**config.mk**
```make
export PLATFORM = sky130hd
export DESIGN_NAME = ctgm_ctrl
export DESIGN_NICKNAME = d
export VERILOG_FILES = /design/src/sv/ctgm_pkg.sv /design/src/sv/ctgm_ctrl.sv
export SDC_FILE = /design/constraint.sdc
export NUM_CORES = 1
export LEC_CHECK = 0
export ABC_AREA = 1
export BUFFER_PORTS_ARGS = -buffer_cell sky130_fd_sc_hd__buf_2
export CORE_ASPECT_RATIO = 0.8
export CORE_MARGIN = 5
export CORE_UTILIZATION = 55
export DETAILED_ROUTE_END_ITERATION = 10
export PLACE_DENSITY = 0.88
export SLEW_MARGIN = 20
export SYNTH_ARGS = -nofsm -noshare
export SYNTH_HDL_FRONTEND = slang
export SYNTH_SLANG_ARGS = --single-unit
```
**constraint.sdc**
```tcl
create_clock -name clk -period 1.5 [get_ports clk]
set_input_delay 0.3 -clock clk [delete_from_list [all_inputs] [get_ports clk]]
set_output_delay 0.3 -clock clk [all_outputs]
set_load 0.05 [all_outputs]
```
**src/sv/ctgm_pkg.sv**
```systemverilog
// Package with the shared types, constants and helpers of the coarse template group matcher.
`timescale 1ns / 1ps
`default_nettype none
package ctgm_pkg;

  localparam int MAX_TEMPLATES = 64;
  localparam int COORD_BITS    = 12;
  localparam int LBL_W         = 8;
  localparam int IDX_W         = (MAX_TEMPLATES > 1) ? $clog2(MAX_TEMPLATES) : 1;
  localparam int FILL_W        = $clog2(MAX_TEMPLATES + 1);
  localparam int CNT_W         = $clog2(2 * MAX_TEMPLATES + 1);
  localparam int DIST_W        = 2 * COORD_BITS + 1;
  localparam int PROD_W        = 2 * DIST_W;
  localparam int SCL_W         = PROD_W + 7;
  localparam int DAT_W         = 2 * COORD_BITS + 2 * LBL_W;

  typedef logic [COORD_BITS-1:0] coord_t;
  typedef logic [LBL_W-1:0]      label_t;
  typedef logic [IDX_W-1:0]      idx_t;
  typedef logic [FILL_W-1:0]     fill_t;
  typedef logic [DIST_W-1:0]     dist_t;

  typedef struct packed {
    logic       which_set;
    logic [11:0] pos_x;
    logic [11:0] pos_y;
    logic [7:0] label_first;
    logic [7:0] label_second;
    logic       already_matched;
    logic       last_item;
  } ctgm_in_t;

  typedef struct packed {
    logic [7:0] match_count;
    logic       dropped;
  } ctgm_out_t;

  typedef struct packed {
    coord_t x;
    coord_t y;
    label_t la;
    label_t lb;
  } tmpl_t;

  typedef struct packed {
    idx_t   idx;
    coord_t x;
    coord_t y;
    dist_t  d;
  } member_t;

  typedef enum logic [4:0] {
    OP_NONE, OP_QINIT, OP_QINC, OP_RINC, OP_QCENTER, OP_RCENTER, OP_DIST, OP_UPD,
    OP_QSAVE, OP_RSAVE, OP_QF1, OP_QF2, OP_RF1, OP_RF2, OP_QDIST, OP_RDIST,
    OP_CHECK, OP_MUL, OP_CMP, OP_MARK, OP_CINIT, OP_CADD, OP_FINISH
  } ctgm_op_t;

  typedef enum logic [1:0] {
    RSEL_OUTER, RSEL_SCAN, RSEL_G1, RSEL_G2
  } ctgm_rsel_t;

  typedef enum logic [4:0] {
    S_IDLE, S_Q_TEST, S_Q_CHK, S_SC_RD, S_SC_DST, S_SC_UPD, S_SC_END,
    S_QF1_RD, S_QF1_CAP, S_QF2_RD, S_QF2_CAP, S_QDIST,
    S_R_TEST, S_R_CHK, S_RF1_RD, S_RF1_CAP, S_RF2_RD, S_RF2_CAP, S_RDIST,
    S_CHECK, S_MUL, S_CMP, S_DECIDE, S_MARK, S_R_NEXT, S_Q_NEXT,
    S_CNT_RD, S_CNT_ADD, S_FIN
  } ctgm_state_t;

  typedef struct packed {
    ctgm_op_t   op;
    ctgm_rsel_t rsel;
  } ctgm_cmd_t;

  typedef struct packed {
    logic q_end;
    logic r_end;
    logic i_end;
    logic qflag;
    logic r_skip;
    logic have2;
    logic scan_ref;
    logic k_last;
    logic ok;
    logic cnt_end;
    logic out_free;
  } ctgm_status_t;

  // Squared Euclidean distance of two points.
  function automatic dist_t sq_dist(coord_t ax, coord_t ay, coord_t bx, coord_t by);
    coord_t dx;
    coord_t dy;
    dx = (ax > bx) ? (ax - bx) : (bx - ax);
    dy = (ay > by) ? (ay - by) : (by - ay);
    return (dist_t'(dx) * dist_t'(dx)) + (dist_t'(dy) * dist_t'(dy));
  endfunction

endpackage
`default_nettype wire

```
**src/sv/ctgm_ctrl.sv**
```systemverilog
// Controller state machine that sequences loading, the group matching pass and the count.
`timescale 1ns / 1ps
`default_nettype none
module ctgm_ctrl (
  input  logic                   clk,
  input  logic                   rst_n,
  input  logic                   in_fire,
  input  logic                   in_last,
  input  ctgm_pkg::ctgm_status_t status,
  output ctgm_pkg::ctgm_cmd_t    cmd,
  output logic                   idle
);
  import ctgm_pkg::*;

  ctgm_state_t state_r, state_nxt;

  always_ff @(posedge clk) begin
    if (!rst_n) state_r <= S_IDLE;
    else        state_r <= state_nxt;
  end

  always_comb begin
    state_nxt = state_r;
    unique case (state_r)
      S_IDLE:    if (in_fire && in_last) state_nxt = S_Q_TEST;
      S_Q_TEST:  state_nxt = status.q_end ? S_CNT_RD : S_Q_CHK;
      S_Q_CHK:   state_nxt = status.qflag ? S_Q_NEXT : S_SC_RD;
      S_SC_RD:   state_nxt = status.i_end ? S_SC_END : S_SC_DST;
      S_SC_DST:  state_nxt = S_SC_UPD;
      S_SC_UPD:  state_nxt = S_SC_RD;
      S_SC_END: begin
        if (!status.have2) state_nxt = status.scan_ref ? S_R_NEXT : S_Q_NEXT;
        else               state_nxt = status.scan_ref ? S_RF1_RD : S_QF1_RD;
      end
      S_QF1_RD:  state_nxt = S_QF1_CAP;
      S_QF1_CAP: state_nxt = S_QF2_RD;
      S_QF2_RD:  state_nxt = S_QF2_CAP;
      S_QF2_CAP: state_nxt = S_QDIST;
      S_QDIST:   if (status.k_last) state_nxt = S_R_TEST;
      S_R_TEST:  state_nxt = status.r_end ? S_Q_NEXT : S_R_CHK;
      S_R_CHK:   state_nxt = status.r_skip ? S_R_NEXT : S_SC_RD;
      S_RF1_RD:  state_nxt = S_RF1_CAP;
      S_RF1_CAP: state_nxt = S_RF2_RD;
      S_RF2_RD:  state_nxt = S_RF2_CAP;
      S_RF2_CAP: state_nxt = S_RDIST;
      S_RDIST:   if (status.k_last) state_nxt = S_CHECK;
      S_CHECK:   state_nxt = S_MUL;
      S_MUL:     state_nxt = S_CMP;
      S_CMP:     state_nxt = status.k_last ? S_DECIDE : S_MUL;
      S_DECIDE:  state_nxt = status.ok ? S_MARK : S_R_NEXT;
      S_MARK:    if (status.k_last) state_nxt = S_Q_NEXT;
      S_R_NEXT:  state_nxt = S_R_TEST;
      S_Q_NEXT:  state_nxt = S_Q_TEST;
      S_CNT_RD:  state_nxt = status.cnt_end ? S_FIN : S_CNT_ADD;
      S_CNT_ADD: state_nxt = S_CNT_RD;
      S_FIN:     if (status.out_free) state_nxt = S_IDLE;
      default:   state_nxt = S_IDLE;
    endcase
  end

  always_comb begin
    cmd.op   = OP_NONE;
    cmd.rsel = RSEL_OUTER;
    unique case (state_r)
      S_IDLE:    cmd.op = OP_QINIT;
      S_Q_TEST:  if (status.q_end) cmd.op = OP_CINIT;
      S_Q_CHK:   if (!status.qflag) cmd.op = OP_QCENTER;
      S_SC_RD:   cmd.rsel = RSEL_SCAN;
      S_SC_DST:  begin cmd.op = OP_DIST; cmd.rsel = RSEL_SCAN; end
      S_SC_UPD:  cmd.op = OP_UPD;
      S_SC_END:  if (status.have2) cmd.op = status.scan_ref ? OP_RSAVE : OP_QSAVE;
      S_QF1_RD:  cmd.rsel = RSEL_G1;
      S_QF1_CAP: cmd.op = OP_QF1;
      S_QF2_RD:  cmd.rsel = RSEL_G2;
      S_QF2_CAP: cmd.op = OP_QF2;
      S_QDIST:   cmd.op = OP_QDIST;
      S_R_TEST:  cmd.rsel = RSEL_OUTER;
      S_R_CHK:   if (!status.r_skip) cmd.op = OP_RCENTER;
      S_RF1_RD:  cmd.rsel = RSEL_G1;
      S_RF1_CAP: cmd.op = OP_RF1;
      S_RF2_RD:  cmd.rsel = RSEL_G2;
      S_RF2_CAP: cmd.op = OP_RF2;
      S_RDIST:   cmd.op = OP_RDIST;
      S_CHECK:   cmd.op = OP_CHECK;
      S_MUL:     cmd.op = OP_MUL;
      S_CMP:     cmd.op = OP_CMP;
      S_DECIDE:  ;
      S_MARK:    cmd.op = OP_MARK;
      S_R_NEXT:  cmd.op = OP_RINC;
      S_Q_NEXT:  cmd.op = OP_QINC;
      S_CNT_RD:  cmd.rsel = RSEL_SCAN;
      S_CNT_ADD: begin cmd.op = OP_CADD; cmd.rsel = RSEL_SCAN; end
      S_FIN:     if (status.out_free) cmd.op = OP_FINISH;
      default:   ;
    endcase
  end

  assign idle = (state_r == S_IDLE);
endmodule
`default_nettype wire

```
==> impl_metrics.json, run 1 <==
{
  "outcome": "aborted with a tool error",
  "stop_stage": "clock tree synthesis (4_1_cts)",
  "firstError": "[ERROR DPL-0038] Utilization greater than 100%, impossible to legalize",
  "synth_top_family_by_area": "simple AND/OR/NAND/NOR gates",
  "die_y_um": 50.0,
  "dp_cells": 280,
  "clock_sinks": 5,
  "synth_area_um2": 1100,
  "dp_slack_ps": -465,
  "synth.area.mux_share": 0,
  "cts-hold-fix-buffers": 0,
  "rows": 14,
  "synth_seq_cells": 5,
  "syn_nets": 201,
  "fp.dieW_um": 60.0,
  "synth_cells": 186,
  "synth_compound_area_frac": 0.0865,
  "ys_types": 26,
  "cts.path.max_buffers": 2,
  "synthSimpleGateAreaFrac": 0.661,
  "root_buffer": "clkbuf_4",
  "initial_core_util": 0.581,
  "postCtsSetupBuffers": 24,
  "cts-htree-levels": 1,
  "synthAdderAreaFrac": 0,
  "place.gp.congestion": 1.08,
  "synth_xor_area_frac": 0,
  "numCtsBuffers": 3,
  "ys_warn_count": 0,
  "synth_seq_area_share": 0.0910,
  "postCtsResizedCells": 58,
  "portBuffers": 22,
  "hpwl_um": 3750,
  "io_pins": 23,
  "avgSynthCellArea_um2": 5.91
}
## synth_stat cells
cell       instances  area (um2)
o21ai_0            3        15.0
nand3b_1           2        15.0
inv_2              6        22.5
nor2_8             2        40.0
o2111ai_1          2        17.5
nand2_1           39         146
o31ai_1            1        7.51
nor2_1            31         116
inv_4              1        6.26
nor2_2             2        12.5
nand3_1           25         125
o21ai_1            2        10.0
a21oi_1            6        30.0
nand3_2            7        70.1
buf_8              1        15.0
and3_1             3        18.8
inv_6              2        17.5
nand2_2            8        50.1
dfxtp_1            5         100
nand4_1            6        37.5
o211ai_1           2        15.0
inv_1             16        60.1
buf_6              5        56.3
nor2_4             6        67.6
nor3_1             1        5.00
nand2_4            2        22.5
## metrics by stage
stage	TNS, ps	cell area [um2]
3_5_place_dp	-2810	1650
3_3_place_gp	-2140	1650
2_1_floorplan	-1070	1130
## kinds of logic after synthesis
| group | after synthesis |
|---|---|
| AOI/OAI and AO/OA | 16 |
| buffers and inverters | 31 |
| DFF | 5 |
| and+or+nand+nor | 134 |
==> inputs of run 2 (changes only) <==
Settings changed: CORE_AREA set to 5 5 66 68, CORE_ASPECT_RATIO 0.8 to unset, CORE_MARGIN 5 to unset, CORE_UTILIZATION 55 to unset, DIE_AREA set to 0 0 71 73, PLACE_DENSITY 0.88 to unset, PLACE_DENSITY_LB_ADDON set to 0.15.
==> run 2 against run 1 <==
Effect of this change:
- area after synthesis unchanged
- the flow now finishes, with violations (setup timing)
- synthesized cell count is the same
==> impl_metrics.json, run 2 <==
{
  "cp_data_arrival_time_ps": 1550,
  "cp_slowest_cell": "dfxtp_4",
  "post-route-period-util": 1.23,
  "crit_path_max_fanout": 4,
  "nets": 300,
  "hpwl_um": 3500,
  "synth_cells": 186,
  "hold_path.class": "in -> reg",
  "fin_area_um2": 2180,
  "avgSynthCellArea_um2": 5.91,
  "clock_sinks": 5,
  "antenna_found_initial": 0,
  "ant_nets": 0,
  "path_clk_slew_ps": 30,
  "drive_gt1_frac": 0.651,
  "grt_first_pass_wirelength_um": 6870,
  "path_cells": "buf_6 > inv_8 > nor2_4 > buf_6 > nand3b_1 > nand2_2 > nor2_2 > o211ai_1 > buf_4",
  "setup-violations-final": 13,
  "worstSetupEndpointType": "primary output",
  "multiInputGateArea_um2": 1040,
  "top_register": "state_r",
  "finalMaxSlewViolations": 0,
  "via_per_inst": 4.66,
  "syn_nets": 201,
  "max_stage_delay_ps": 380,
  "synthTopCellsByArea": "nand2_1, nand3_1, nor2_1, dfxtp_1, nand3_2",
  "maxCapViolations": 0,
  "cts-hold-fix-buffers": 0,
  "cts.path.max_buffers": 2,
  "cpMostUsedCell": "buf_6",
  "largest_register_ff_count": 5,
  "synth_async_sr_flop_share": 0,
  "dpl_cell_area_um2": 1740,
  "wirelength_um": 4490,
  "vias": 1558,
  "fp.dieW_um": 71,
  "worst-setup-path-type": "reg -> out",
  "crit_required_ps": 1200,
  "io_pins": 23,
  "first_global_vias": 1439,
  "core_um2": 3800,
  "mostFrequentLayoutCells": "buf_4, nand2_1, nor2_1",
  "rsz0062_at_grt": "yes",
  "synth_area_um2": 1100,
  "synth_seq_area_share": 0.0910,
  "drt-pass1-iter-count": 4,
  "ys_warn_count": 0,
  "ys_types": 26,
  "skew_ps": 1.82,
  "critPathTopFamily": "buffers and inverters",
  "fin_crit_ps": 1850,
  "synth_common_cells": "nand2_1, nor2_1, nand3_1, inv_1, nand2_2",
  "final.setup.tns_ps": -2630,
  "die_y_um": 73,
  "grt_max_degree": 10,
  "numCtsBuffers": 3,
  "fin_ws_ps": -351,
  "hold_viol": 0,
  "portBuffers": 22,
  "drcViolationCount": 0,
  "synth_seq_cells": 5,
  "initial_core_util": 0.290,
  "cts-htree-levels": 1,
  "top_regs": "state_r (5)",
  "fmax_ghz": 0.540,
  "critPathLaunchType": "flop",
  "rows": 23,
  "routedWlPerCell_um": 13.4,
  "relSlewSlack": 0.771,
  "p_per_area_nw_per_um2": 1620,
  "leakagePower_nw": 1.13,
  "path_buf_inv": 4,
  "antenna_cells": 0,
  "yosysTopAreaCellShare": 0.133,
  "failed_checks": "setup timing",
  "synth_top_area_cell": "nand2_1",
  "dieArea_um2": 5180,
  "grt_overflow_total": 0,
  "area_delta_synth_final_pct": 98.0,
  "synth_edf_count": 0,
  "regArea_um2": 111,
  "root_buffer": "clkbuf_8",
  "cts_tree": "built",
  "nFillCells": 367,
  "synth-main-ff-cell": "dfxtp_1",
  "yosys.cell_count.top_type": "nand2_1",
  "layout_commonest_cell": "buf_4",
  "clock_latency_ps": 210,
  "tightestPinTransition_ps": 339,
  "grt_usage": 0.165,
  "place.gp.congestion": 0.967,
  "outcome": "finished, violations left",
  "drt_iter0_markers": 62,
  "ir_worst_vdd_mv": 0.784
}
-- run 2: cell counts after synthesis --
No cell type changed its count.
-- run 2: path summary, 6_finish.rpt --
| path | end | depth (start not counted) | start | slack [ps] |
|---|---|---|---|---|
| min | state_r[0] | 3 | rst_n | 420 |
| max reg2reg | state_r[1] | 11 | state_r[0] | -140 |
| max | cmd[2] | 9 | state_r[0] | -350 |
| min reg2reg | state_r[2] | 3 | state_r[2] | 650 |
-- run 2: area by class of cell --
cell class | instances | share of cell area
sequential | 5 | 0.0511
inverter | 25 | 0.0523
clock buffer | 4 | 0.0207
multi-input combinational | 150 | 0.476
timing repair buffer | 100 | 0.371
tap | 50 | 0.0287
-- run 2: kinds of logic after synthesis --
group / Yosys count / synth area share
and+or+nand+nor: 134 / 0.661
AOI/OAI and AO/OA: 16 / 0.0865
buffers and inverters: 31 / 0.162
DFF: 5 / 0.0910
-- run 2: routing by layer --
metal / global-route usage / wire length (um)
met5: 0 / 0
met2: 0.289 / 2310
met1: 0.221 / 1940
met4: 0.00835 / 26
met3: 0.0317 / 207
-- run 2: per-stage QoR --
stage / worst slack [ps] / utilization / instances / hold WS [ps] / total power [mW]
finish: -351 / 0.573 / 334 / 421 / 3.53
global route: -445 / 0.573 / 334 / 458 / 3.75
CTS: -373 / 0.519 / 325 / 392 / 3.15
detailed placement: -374 / 0.458 / 316 / 607 / 2.56
global placement: -349 / 0.458 / 316 / 604 / 2.58
floorplan: -380 / - / 186 / 484 / 1.70
-- run 2: tightest hold or removal path, delay by kind of cell --
family	cells	cell delay [ps]
compound gates	1	120
buf+inv	2	170
-- run 2: timing repair --
| action | 4_1_cts | 5_1_grt |
|---|---|---|
| resized for setup | 43 | 39 |
| setup buffers | 7 | 10 |
| setup endpoints to repair | 13 | 13 |
| pin swaps | 11 | 18 |
| hold endpoints to repair | 0 | 0 |
-- run 2: report_power, final --
part	internal [mW]	switching (mW)
combinational	1.36	1.69
sequential	0.186	0.0603
clock	0.181	0.0553
total	1.73	1.81
Note: power is estimated with default switching activity, not from simulation.
==> inputs of run 3 (changes only) <==
Settings changed: REMOVE_ABC_BUFFERS set to 1.
==> run 3 against run 2 <==
Effect of this change:
- sequential share of layout area is 0.32 points lower
- non-clock buffer count is 17 higher
- combinational power is 14% higher
- sequential cell count stayed put
- total power is 13% higher
- sequential power is 2% higher
- hold slack worse by 19 ps
- largest power group unchanged
- wire length is 19% higher
- the run still ends with setup timing left
- final area is 12% higher
- die area stayed put
- critical path type unchanged
==> impl_metrics.json, run 3 (same netlist as run 2, synthesis figures left out) <==
{
  "cp_data_arrival_time_ps": 1630,
  "cts-hold-fix-buffers": 0,
  "multiInputGateArea_um2": 1040,
  "rsz0062_at_grt": "yes",
  "top_register": "state_r",
  "worstSetupEndpointType": "primary output",
  "layout_commonest_cell": "buf_4",
  "critPathLaunchType": "flop",
  "initial_core_util": 0.290,
  "cts.path.max_buffers": 2,
  "drcViolationCount": 0,
  "post_layout_nonfiller_instances": 351,
  "drive_gt1_frac": 0.658,
  "max_stage_delay_ps": 380,
  "crit_path_max_fanout": 7,
  "largest_register_ff_count": 5,
  "r2r_start": "state_r[4]",
  "grt_overflow_total": 0,
  "skew_ps": 1.44,
  "mostFrequentLayoutCells": "buf_4, nand2_1, buf_6",
  "grt_first_pass_wirelength_um": 8010,
  "p_per_area_nw_per_um2": 1640,
  "hold_slack_ps": 402,
  "maxCapViolations": 0,
  "path_clk_slew_ps": 40,
  "via_per_inst": 4.84,
  "wirelength_um": 5340,
  "cts_tree": "built",
  "r2r_slack_ps": -290,
  "grt_usage": 0.197,
  "finalMaxSlewViolations": 0,
  "cp_slowest_cell": "dfxtp_4",
  "tightestPinTransition_ps": 252,
  "critPathTopFamily": "simple AND/OR/NAND/NOR gates",
  "fin_ws_ps": -431,
  "place.gp.congestion": 0.902,
  "setup-violations-final": 13,
  "outcome": "finished, violations left",
  "antenna_cells": 0,
  "postLayoutCoreUtil": 0.639,
  "nets": 317,
  "final.setup.tns_ps": -3640,
  "die_y_um": 73,
  "hold_viol": 0,
  "relSlewSlack": 0.830,
  "nFillCells": 355,
  "hold_path.class": "in -> reg",
  "worst-setup-path-type": "reg -> out",
  "hpwl_um": 3420,
  "area_delta_synth_final_pct": 121,
  "path_buf_inv": 2,
  "min_path_cells": 3,
  "dp_slack_ps": -496,
  "clock_sinks": 5,
  "fin_crit_ps": 1930,
  "clock_latency_ps": 220,
  "ant_nets": 0,
  "vias": 1700,
  "cpMostUsedCell": "nand2_2",
  "worst_r2r_endpoint": "state_r[3]",
  "fmax_ghz": 0.518,
  "routedWlPerCell_um": 15.2,
  "regArea_um2": 116,
  "io_pins": 23,
  "path_cells": "buf_6 > nor2_4 > nor2_1 > nand2_2 > nand2_2 > nor3_4 > o211ai_1 > buf_4",
  "first_global_vias": 1701,
  "leakagePower_nw": 1.29,
  "rows": 23,
  "core_um2": 3800,
  "crit_required_ps": 1200,
  "post-route-period-util": 1.29,
  "power_mw": 3.98,
  "fp.dieW_um": 71,
  "drt-pass1-iter-count": 4,
  "dpl_cell_area_um2": 1700,
  "hold_end": "state_r[4]",
  "reg2reg_depth": 13,
  "dp_cells": 312,
  "grt_max_degree": 8,
  "root_buffer": "clkbuf_8",
  "failed_checks": "setup timing",
  "fin_area_um2": 2430,
  "drt_iter0_markers": 98,
  "antenna_found_initial": 0,
  "portBuffers": 22,
  "dieArea_um2": 5180,
  "ir_worst_vdd_mv": 0.945,
  "min_from": "rst_n",
  "numCtsBuffers": 3,
  "cts-htree-levels": 1,
  "top_regs": "state_r (5)"
}
run 3: worst register-to-register path: stages, from the launching register on:
cell and delay (ps):
dfxtp_4 360, buf_16 140, buf_6 110, nor2_4 170, buf_6 120, buf_4 100, buf_4 100, buf_4 100
nand3_2 50, nand2_2 90, nor2_1 50, nand3_1 130, nand2_2 70, a21oi_2 130
run 3: worst max-delay path by stage:
| stage | from | to | slack, ps | cells past startpoint |
|---|---|---|---|---|
| floorplan | state_r[4] | cmd[3] | -910 | 2 |
| global placement | state_r[1] | cmd[2] | -500 | 8 |
| detailed placement | state_r[1] | cmd[2] | -500 | 8 |
| CTS | state_r[0] | cmd[2] | -440 | 9 |
| global route | state_r[0] | cmd[2] | -470 | 9 |
| finish | state_r[1] | cmd[2] | -430 | 8 |
run 3: area by class of cell:
cell class / instances / share of cell area
timing repair buffer: 117 / 0.429
inverter: 25 / 0.0500
clock buffer: 4 / 0.0185
tap: 50 / 0.0258
sequential: 5 / 0.0479
multi-input combinational: 150 / 0.429
run 3: repair_timing:
item                                    4_1_cts  5_1_grt
gates cloned                                  1        0
setup buffers                                29       12
gates resized for setup                      77       36
pin swaps                                    31       24
endpoints found under the setup margin       13       13
run 3: where the power goes:
group          total (mW)  switching [mW]  leakage, nW  internal, mW
clock network       0.252          0.0697       0.0228         0.183
registers           0.250          0.0637       0.0441         0.187
logic                3.48            1.83         1.22          1.65
run 3: metal layers:
| layer | wire [um] | vias up | global-route usage |
|---|---|---|---|
| met4 | 106 | 0 | 0.0814 |
| met2 | 2850 | 62 | 0.370 |
| met5 | 0 | - | 0 |
| li1 | - | 836 | - |
| met1 | 2050 | 791 | 0.220 |
| met3 | 321 | 11 | 0.0317 |
